File: config.mk
export PLATFORM = sky130hd
export DESIGN_NAME = threshold_priority_queue
export DESIGN_NICKNAME = d
export VERILOG_FILES = /design/src/sv/tpq_pkg.sv /design/src/sv/tpq_store.sv /design/src/sv/threshold_priority_queue.sv
export SDC_FILE = /design/constraint.sdc
export NUM_CORES = 1
export LEC_CHECK = 0
export ABC_CLOCK_PERIOD_IN_PS = 17400
export BUFFER_PORTS_ARGS = -buffer_cell sky130_fd_sc_hd__buf_2
export CORE_MARGIN = 10
export CORE_UTILIZATION = 55
export DETAILED_ROUTE_END_ITERATION = 10
export GPL_TIMING_DRIVEN = 1
export PLACE_DENSITY = 0.68
export SETUP_SLACK_MARGIN = 0.3
export SYNTH_ARGS = -nofsm -noshare
export SYNTH_HDL_FRONTEND = slang
export SYNTH_SLANG_ARGS = --single-unit
File: constraint.sdc
create_clock -name clock -period 17.4 [get_ports clock]
set_input_delay 0.87 -clock clock [delete_from_list [all_inputs] [get_ports clock]]
set_output_delay 0.87 -clock clock [all_outputs]
set_load 0.02 [all_outputs]
File: src/sv/tpq_pkg.sv
`timescale 1ns / 1ps

package tpq_pkg;

   localparam logic signed [31:0] URGENT_RESET = 32'sd5;

   localparam logic OP_ENQ = 1'b0;
   localparam logic OP_DEQ = 1'b1;

   typedef enum logic [1:0] {
      ST_DONE  = 2'd0,
      ST_EMPTY = 2'd1,
      ST_FULL  = 2'd2
   } status_type;

   typedef enum logic [2:0] {
      S_IDLE,
      S_HEAD,
      S_SCAN,
      S_SHIFT,
      S_DSHIFT,
      S_RESP
   } state_type;

   typedef struct packed {
      logic               op;
      logic signed [31:0] value;
   } req_type;

   typedef struct packed {
      logic [1:0]         status;
      logic signed [31:0] out_value;
      logic [4:0]         out_count;
   } rsp_type;

endpackage

File: src/sv/tpq_store.sv
`timescale 1ns / 1ps

module tpq_store #(
   parameter int QUEUE_DEPTH = 16,
   localparam int IDX_W = $clog2(QUEUE_DEPTH)
) (
   input  logic                     clock,
   input  logic                     wr_en,
   input  logic [IDX_W-1:0]         wr_addr,
   input  logic signed [31:0]       wr_data,
   input  logic [IDX_W-1:0]         rd_addr,
   output logic signed [31:0]       rd_data
);

   logic signed [31:0] mem [QUEUE_DEPTH];
   logic signed [31:0] rd_data_ff;

   always_ff @(posedge clock) begin
      if (wr_en) begin
         mem[wr_addr] <= wr_data;
      end
   end

   always_ff @(posedge clock) begin
      rd_data_ff <= mem[rd_addr];
   end

   assign rd_data = rd_data_ff;

endmodule

File: src/sv/threshold_priority_queue.sv
`timescale 1ns / 1ps

// Bounded ordered queue of signed 32-bit values held in one single-port-write,
// registered-read memory with the head at address 0. An item either enqueues
// or dequeues and gives exactly one result item. Insert into an empty queue,
// append at the tail and any status-only result need no pass over the entries;
// an insert at the head, a sorted insert or a dequeue streams once
// through the held entries (read one address, write back one address per
// cycle). One item is in flight at a time; the result sits in an output
// register, so a waiting result does not block the next item from starting.
// The urgent limit resets to 5 and should only be written while the queue
// is idle.
module threshold_priority_queue
   import tpq_pkg::*;
#(
   parameter int QUEUE_DEPTH = 16
) (
   input  logic               clock,
   input  logic               reset,
   input  logic               req_valid,
   output logic               req_ready,
   input  req_type            req_data,
   output logic               rsp_valid,
   input  logic               rsp_ready,
   output rsp_type            rsp_data,
   input  logic               csr_wr_en,
   input  logic signed [31:0] csr_wr_data
);

   localparam int IDX_W = $clog2(QUEUE_DEPTH);
   localparam int CNT_W = $clog2(QUEUE_DEPTH + 1);
   localparam logic [CNT_W-1:0] DEPTH_C = CNT_W'(QUEUE_DEPTH);

   state_type          state_ff, state_in;
   logic [CNT_W-1:0]   count_ff, count_in;
   logic [CNT_W-1:0]   idx_ff, idx_in;
   logic signed [31:0] carry_ff, carry_in;
   logic               op_ff, op_in;
   logic signed [31:0] value_ff, value_in;
   status_type         pend_status_ff, pend_status_in;
   logic signed [31:0] pend_value_ff, pend_value_in;
   logic signed [31:0] limit_ff;
   logic               rsp_valid_ff;
   rsp_type            rsp_data_ff;
   logic               rsp_load;

   logic               wr_en;
   logic [CNT_W-1:0]   wr_cnt;
   logic signed [31:0] wr_data;
   logic [CNT_W-1:0]   rd_cnt;
   logic [IDX_W-1:0]   rd_addr;
   logic [IDX_W-1:0]   wr_addr;
   logic signed [31:0] rd_data;

   // reads always run ahead of writes in a pass, so no entry is read and written together
   assign rd_addr = (rd_cnt < DEPTH_C) ? rd_cnt[IDX_W-1:0] : '0;
   assign wr_addr = wr_cnt[IDX_W-1:0];

   tpq_store #(
      .QUEUE_DEPTH(QUEUE_DEPTH)
   ) u_store (
      .clock   (clock),
      .wr_en   (wr_en),
      .wr_addr (wr_addr),
      .wr_data (wr_data),
      .rd_addr (rd_addr),
      .rd_data (rd_data)
   );

   always_ff @(posedge clock) begin
      if (reset) begin
         state_ff <= S_IDLE;
         count_ff <= '0;
         limit_ff <= URGENT_RESET;
      end else begin
         state_ff <= state_in;
         count_ff <= count_in;
         if (csr_wr_en) begin
            limit_ff <= csr_wr_data;
         end
      end
   end

   always_ff @(posedge clock) begin
      idx_ff         <= idx_in;
      carry_ff       <= carry_in;
      op_ff          <= op_in;
      value_ff       <= value_in;
      pend_status_ff <= pend_status_in;
      pend_value_ff  <= pend_value_in;
   end

   always_ff @(posedge clock) begin
      if (reset) begin
         rsp_valid_ff <= 1'b0;
      end else if (rsp_load) begin
         rsp_valid_ff <= 1'b1;
      end else if (rsp_ready) begin
         rsp_valid_ff <= 1'b0;
      end
   end

   always_ff @(posedge clock) begin
      if (rsp_load) begin
         rsp_data_ff.status    <= pend_status_ff;
         rsp_data_ff.out_value <= pend_value_ff;
         rsp_data_ff.out_count <= 5'(count_ff);
      end
   end

   always_comb begin
      state_in       = state_ff;
      count_in       = count_ff;
      idx_in         = idx_ff;
      carry_in       = carry_ff;
      op_in          = op_ff;
      value_in       = value_ff;
      pend_status_in = pend_status_ff;
      pend_value_in  = pend_value_ff;
      wr_en          = 1'b0;
      wr_cnt         = '0;
      wr_data        = value_ff;
      rd_cnt         = '0;
      rsp_load       = 1'b0;
      req_ready      = 1'b0;

      case (state_ff)
         S_IDLE: begin
            req_ready = 1'b1;
            if (req_valid) begin
               op_in    = req_data.op;
               value_in = req_data.value;
               state_in = S_HEAD;
            end
         end

         S_HEAD: begin
            // head entry is on rd_data now; entry 1 is fetched for the pass
            rd_cnt         = CNT_W'(1);
            idx_in         = CNT_W'(1);
            pend_status_in = ST_DONE;
            pend_value_in  = '0;
            if (op_ff == OP_ENQ) begin
               if (count_ff == DEPTH_C) begin
                  pend_status_in = ST_FULL;
                  state_in       = S_RESP;
               end else if (count_ff == '0) begin
                  wr_en    = 1'b1;
                  count_in = count_ff + 1'b1;
                  state_in = S_RESP;
               end else if (value_ff < rd_data) begin
                  wr_en    = 1'b1;
                  carry_in = rd_data;
                  state_in = S_SHIFT;
               end else if (value_ff <= limit_ff) begin
                  state_in = S_SCAN;
               end else begin
                  wr_en    = 1'b1;
                  wr_cnt   = count_ff;
                  count_in = count_ff + 1'b1;
                  state_in = S_RESP;
               end
            end else begin
               if (count_ff == '0) begin
                  pend_status_in = ST_EMPTY;
                  state_in       = S_RESP;
               end else begin
                  pend_value_in = rd_data;
                  state_in      = S_DSHIFT;
               end
            end
         end

         S_SCAN: begin
            rd_cnt = idx_ff + 1'b1;
            wr_cnt = idx_ff;
            if (idx_ff == count_ff) begin
               wr_en    = 1'b1;
               count_in = count_ff + 1'b1;
               state_in = S_RESP;
            end else if (rd_data < value_ff) begin
               idx_in = idx_ff + 1'b1;
            end else begin
               wr_en    = 1'b1;
               carry_in = rd_data;
               idx_in   = idx_ff + 1'b1;
               state_in = S_SHIFT;
            end
         end

         S_SHIFT: begin
            // ripple the displaced entry one place toward the tail
            rd_cnt  = idx_ff + 1'b1;
            wr_cnt  = idx_ff;
            wr_data = carry_ff;
            wr_en   = 1'b1;
            if (idx_ff == count_ff) begin
               count_in = count_ff + 1'b1;
               state_in = S_RESP;
            end else begin
               carry_in = rd_data;
               idx_in   = idx_ff + 1'b1;
            end
         end

         S_DSHIFT: begin
            rd_cnt  = idx_ff + 1'b1;
            wr_cnt  = idx_ff - 1'b1;
            wr_data = rd_data;
            if (idx_ff == count_ff) begin
               count_in = count_ff - 1'b1;
               state_in = S_RESP;
            end else begin
               wr_en  = 1'b1;
               idx_in = idx_ff + 1'b1;
            end
         end

         S_RESP: begin
            if (!rsp_valid_ff || rsp_ready) begin
               rsp_load = 1'b1;
               state_in = S_IDLE;
            end
         end

         default: begin
            state_in = S_IDLE;
         end
      endcase
   end

   assign rsp_valid = rsp_valid_ff;
   assign rsp_data  = rsp_data_ff;

endmodule

==> impl_metrics.py <==
metrics = {
    "power_and_ir_drop": {
        "power.ir.vdd_worst_mv": 0.138,
        "total_power_mw": 5.31,
        "cellPowerDensity_nw_per_um2": 159,
        "power.static_leakage_nw": 11.7,
    },
    "sta": {
        "setup-tns-final_ps": 0,
        "finalClockSkew_ps": 20.0,
        "finalWorstPathRequiredPeriod_ps": 4950,
        "slew_headroom_pct": 13.3,
        "max_clock_freq_mhz": 202,
        "grt_setup_unrepaired": "no",
        "setup_viol": 0,
        "finalCritPeriodShare_pct": 28.5,
        "hold_violations": 0,
        "finalMaxSlewViolations": 0,
        "max_slew.worst_pin.slew_ps": 1290,
    },
    "cts": {
        "cts-resized-gates": 0,
        "ctsLongestPathBuffers": 3,
        "clock_tree.htree_level_count": 3,
        "cts_post_setup_buffers_inserted": 0,
        "numCtsBuffers": 73,
        "tritoncts": "built",
        "clk-insertion-delay-late_ps": 600,
        "clock-sinks": 728,
        "post_cts_hold_buffer_count": 0,
        "cts_root_buffer": "sky130_fd_sc_hd__clkbuf_16",
        "clkSlewWorstSetupHoldPaths_ps": 60,
    },
    "yosys": {
        "avg_inst_size_synth_sq_um": 14.3,
        "synthCells": 2075,
        "postSynth.topFlopCell": "sky130_fd_sc_hd__edfxtp_1",
        "synth.cell_area_sq_um": 29700,
        "synthSimpleGateAreaFrac_pct": 9.66,
        "compound_gate_fraction_of_synth_area_pct": 8.67,
        "synthXorXnorAreaFrac_pct": 0.383,
        "synth_top_area_share_pct": 66.2,
        "synth-seq-area-share_pct": 71.1,
        "synth.top_cells.by_area": "sky130_fd_sc_hd__edfxtp_1 (66%), sky130_fd_sc_hd__dfxtp_1 (4.9%), sky130_fd_sc_hd__nand2_1 (3.7%)",
        "netlist.top_cell.by_area": "sky130_fd_sc_hd__edfxtp_1",
        "synth-edff-count": 655,
        "number_of_nets_produced_by_synthesis": 2215,
        "synth_top_family_by_area": "simple AND/OR/NAND/NOR gates",
        "post_synth_num_cell_types": 66,
        "post_synth_fa_ha_maj_area_fraction_pct": 2.97,
        "yosys_warnings": 0,
        "synth.ff_latch_count": 728,
        "postSynth.asyncResetShare_pct": 0,
        "synth.mux.area_fraction_pct": 4.59,
    },
    "finish": {
        "area_growth_syn_to_layout_pct": 12.7,
        "mostFrequentLayoutCell": "sky130_fd_sc_hd__edfxtp_1",
        "fillers": 3861,
        "most_used_cells_in_the_layout_excluding_fill_and_tap_cells": "sky130_fd_sc_hd__edfxtp_1 (655), sky130_fd_sc_hd__nand2_1 (294), sky130_fd_sc_hd__and2_1 (117)",
        "fin_nets": 2320,
        "drive_gt1_share_pct": 14.3,
    },
    "die": {
        "dieHeight_um": 252,
        "rows": 85,
        "floorplan.die.width_um": 252,
        "ios": 111,
        "core_area_sq_um": 53700,
        "floorplan.die_area_sq_um": 63700,
        "floorplan.initialDensity_pct": 55.3,
    },
    "flow_run": {
        "max-cap-violations": 0,
    },
    "worst_setup_path": {
        "reg2reg_depth": 10,
        "crit_path_max_fanout": 82,
        "worstReg2RegEnd": "u_store.rd_data[26]",
        "worst-endpoint-required_ps": 17840,
        "arrival_ps": 5400,
        "critical_path_class": "flop to flop",
        "cp-end-kind": "flop",
        "timing.critical_path.from_type": "flop",
        "rr_startpoint": "idx_ff[0]",
        "ff2ff_setup_slack_ps": 12450,
        "critical_path.startpoint": "idx_ff[0]",
    },
    "global_route": {
        "grt.total_usage_pct": 22.0,
        "grt_start_max_net_pins": 166,
        "first_pass_grt_wire_length_um": 106000,
        "globalRouteOverflowTotal": 0,
        "via_count_of_the_first_global_routing_pass": 17100,
        "number_of_antenna_violations_at_the_first_check_in_global_routing": 1,
    },
    "routing": {
        "ratio_of_routed_vias_to_standard_cells": 6.03,
        "antenna_left": 0,
        "drtPass1Iterations": 5,
        "route.vias.total": 17700,
        "wl_per_cell_um": 24.1,
        "drc_errors": 0,
        "routed_wl_um": 70800,
        "drt_iter0_drc": 1983,
    },
    "hold_path": {
        "whs_path_depth": 0,
        "worst_hold_startpoint": "pend_value_ff[19]",
        "hold_path.class": "flop to flop",
        "hold-path-endpoint": "rsp_data[24]",
    },
    "status": {
        "run_status": "completed",
    },
    "place": {
        "dpl.hpwl_um": 40200,
        "place.port_buffers": 110,
        "gpl.final_weighted_congestion": 0.882,
    },
}
## synthesized netlist by cell type, types with 5 or more instances
cell / n
sky130_fd_sc_hd__xor2_1: 5
sky130_fd_sc_hd__a21oi_1: 28
sky130_fd_sc_hd__a21o_1: 9
sky130_fd_sc_hd__ha_1: 69
sky130_fd_sc_hd__nand3_1: 8
sky130_fd_sc_hd__buf_1: 5
sky130_fd_sc_hd__o21ai_0: 15
sky130_fd_sc_hd__o32ai_1: 33
sky130_fd_sc_hd__xnor2_1: 8
sky130_fd_sc_hd__a221o_1: 32
sky130_fd_sc_hd__and2_0: 16
sky130_fd_sc_hd__a211oi_1: 97
sky130_fd_sc_hd__a31oi_1: 67
sky130_fd_sc_hd__nor2b_1: 7
sky130_fd_sc_hd__buf_2: 29
sky130_fd_sc_hd__nand2_1: 295
sky130_fd_sc_hd__clkbuf_1: 78
sky130_fd_sc_hd__nor3_1: 14
sky130_fd_sc_hd__mux2_2: 35
sky130_fd_sc_hd__inv_1: 71
sky130_fd_sc_hd__mux2i_1: 97
sky130_fd_sc_hd__a22oi_1: 32
sky130_fd_sc_hd__edfxtp_1: 655
sky130_fd_sc_hd__dfxtp_1: 73
sky130_fd_sc_hd__nor2_1: 55
sky130_fd_sc_hd__nand2b_1: 8
sky130_fd_sc_hd__and2_1: 117
sky130_fd_sc_hd__and3_1: 34
sky130_fd_sc_hd__nor4_1: 13
sky130_fd_sc_hd__nand4_1: 11
## critical path: stages, from the launching register on
cell	delay (ps)
sky130_fd_sc_hd__edfxtp_1	470
sky130_fd_sc_hd__ha_1	270
sky130_fd_sc_hd__nand3_1	100
sky130_fd_sc_hd__xor2_1	670
sky130_fd_sc_hd__and3_4	560
sky130_fd_sc_hd__buf_4	680
sky130_fd_sc_hd__buf_4	900
sky130_fd_sc_hd__mux2i_1	290
sky130_fd_sc_hd__mux2_2	180
sky130_fd_sc_hd__o32ai_1	90
sky130_fd_sc_hd__a221o_1	410
## metrics by stage
stage	utilization [%]	cells	cell area [sq um]	setup slack, ps	hold WS (ps)
final	62.3	2935	33500	12450	418
after global routing	62.3	2934	33500	12190	423
after CTS	62.3	2934	33500	12520	419
after detailed placement	57.8	2801	31100	12530	405
after global placement	57.8	2801	31100	12530	402
after floorplan	-	2075	29700	11100	400
## cells by family (layout without fill, tap and decap cells)
logic type	after synthesis	after routing
flops	728	728
simple gates	596	596
compound gates	346	346
buf+inv	190	353
mux	132	132
fa+ha+maj	70	70
xor+xnor	13	13
other cells	0	1
## report_power, final
group | internal (mW) | switching (mW)
registers | 2.33 | 0.134
clock network | 0.933 | 0.628
logic | 0.414 | 0.872
## registers in the layout (all words and copies together) (netlist names)
register,count
carry_ff,32
count_ff,5
idx_ff,5
limit_ff,32
op_ff,1
pend_status_ff,2
pend_value_ff,32
rsp_data,39
rsp_valid,1
state_ff,3
u_store.mem,512
u_store.rd_data,32
value_ff,32
## worst max-delay path by stage
stage,endpoint,slack (ps),depth (start not counted)
finish,u_store.rd_data[26],12450,10
global route,u_store.rd_data[26],12190,10
CTS,u_store.rd_data[31],12520,10
detailed placement,u_store.rd_data[31],12530,10
global placement,u_store.rd_data[27],12530,10
floorplan,u_store.mem[4][0],11100,10
## routing by layer
layer	GRT usage, %	share of wire [%]
met1	30.2	43
met2	34.5	46
met3	4.29	8.7
met4	7.95	2.7
met5	0	0.018
## cell type report
| class | instances | area (sq um) | area share [%] |
|---|---|---|---|
| diodes | 1 | 2.50 | 0.00748 |
| clock buffers | 111 | 2120 | 6.34 |
| clock inverters | 22 | 282 | 0.841 |
| inverters | 72 | 270 | 0.807 |
| multi-input cells | 1157 | 7950 | 23.7 |
| flip-flops and latches | 728 | 21100 | 63.1 |
| well taps | 696 | 871 | 2.60 |
| repair buffers | 148 | 848 | 2.53 |
Power figures use the tool's default switching activity.
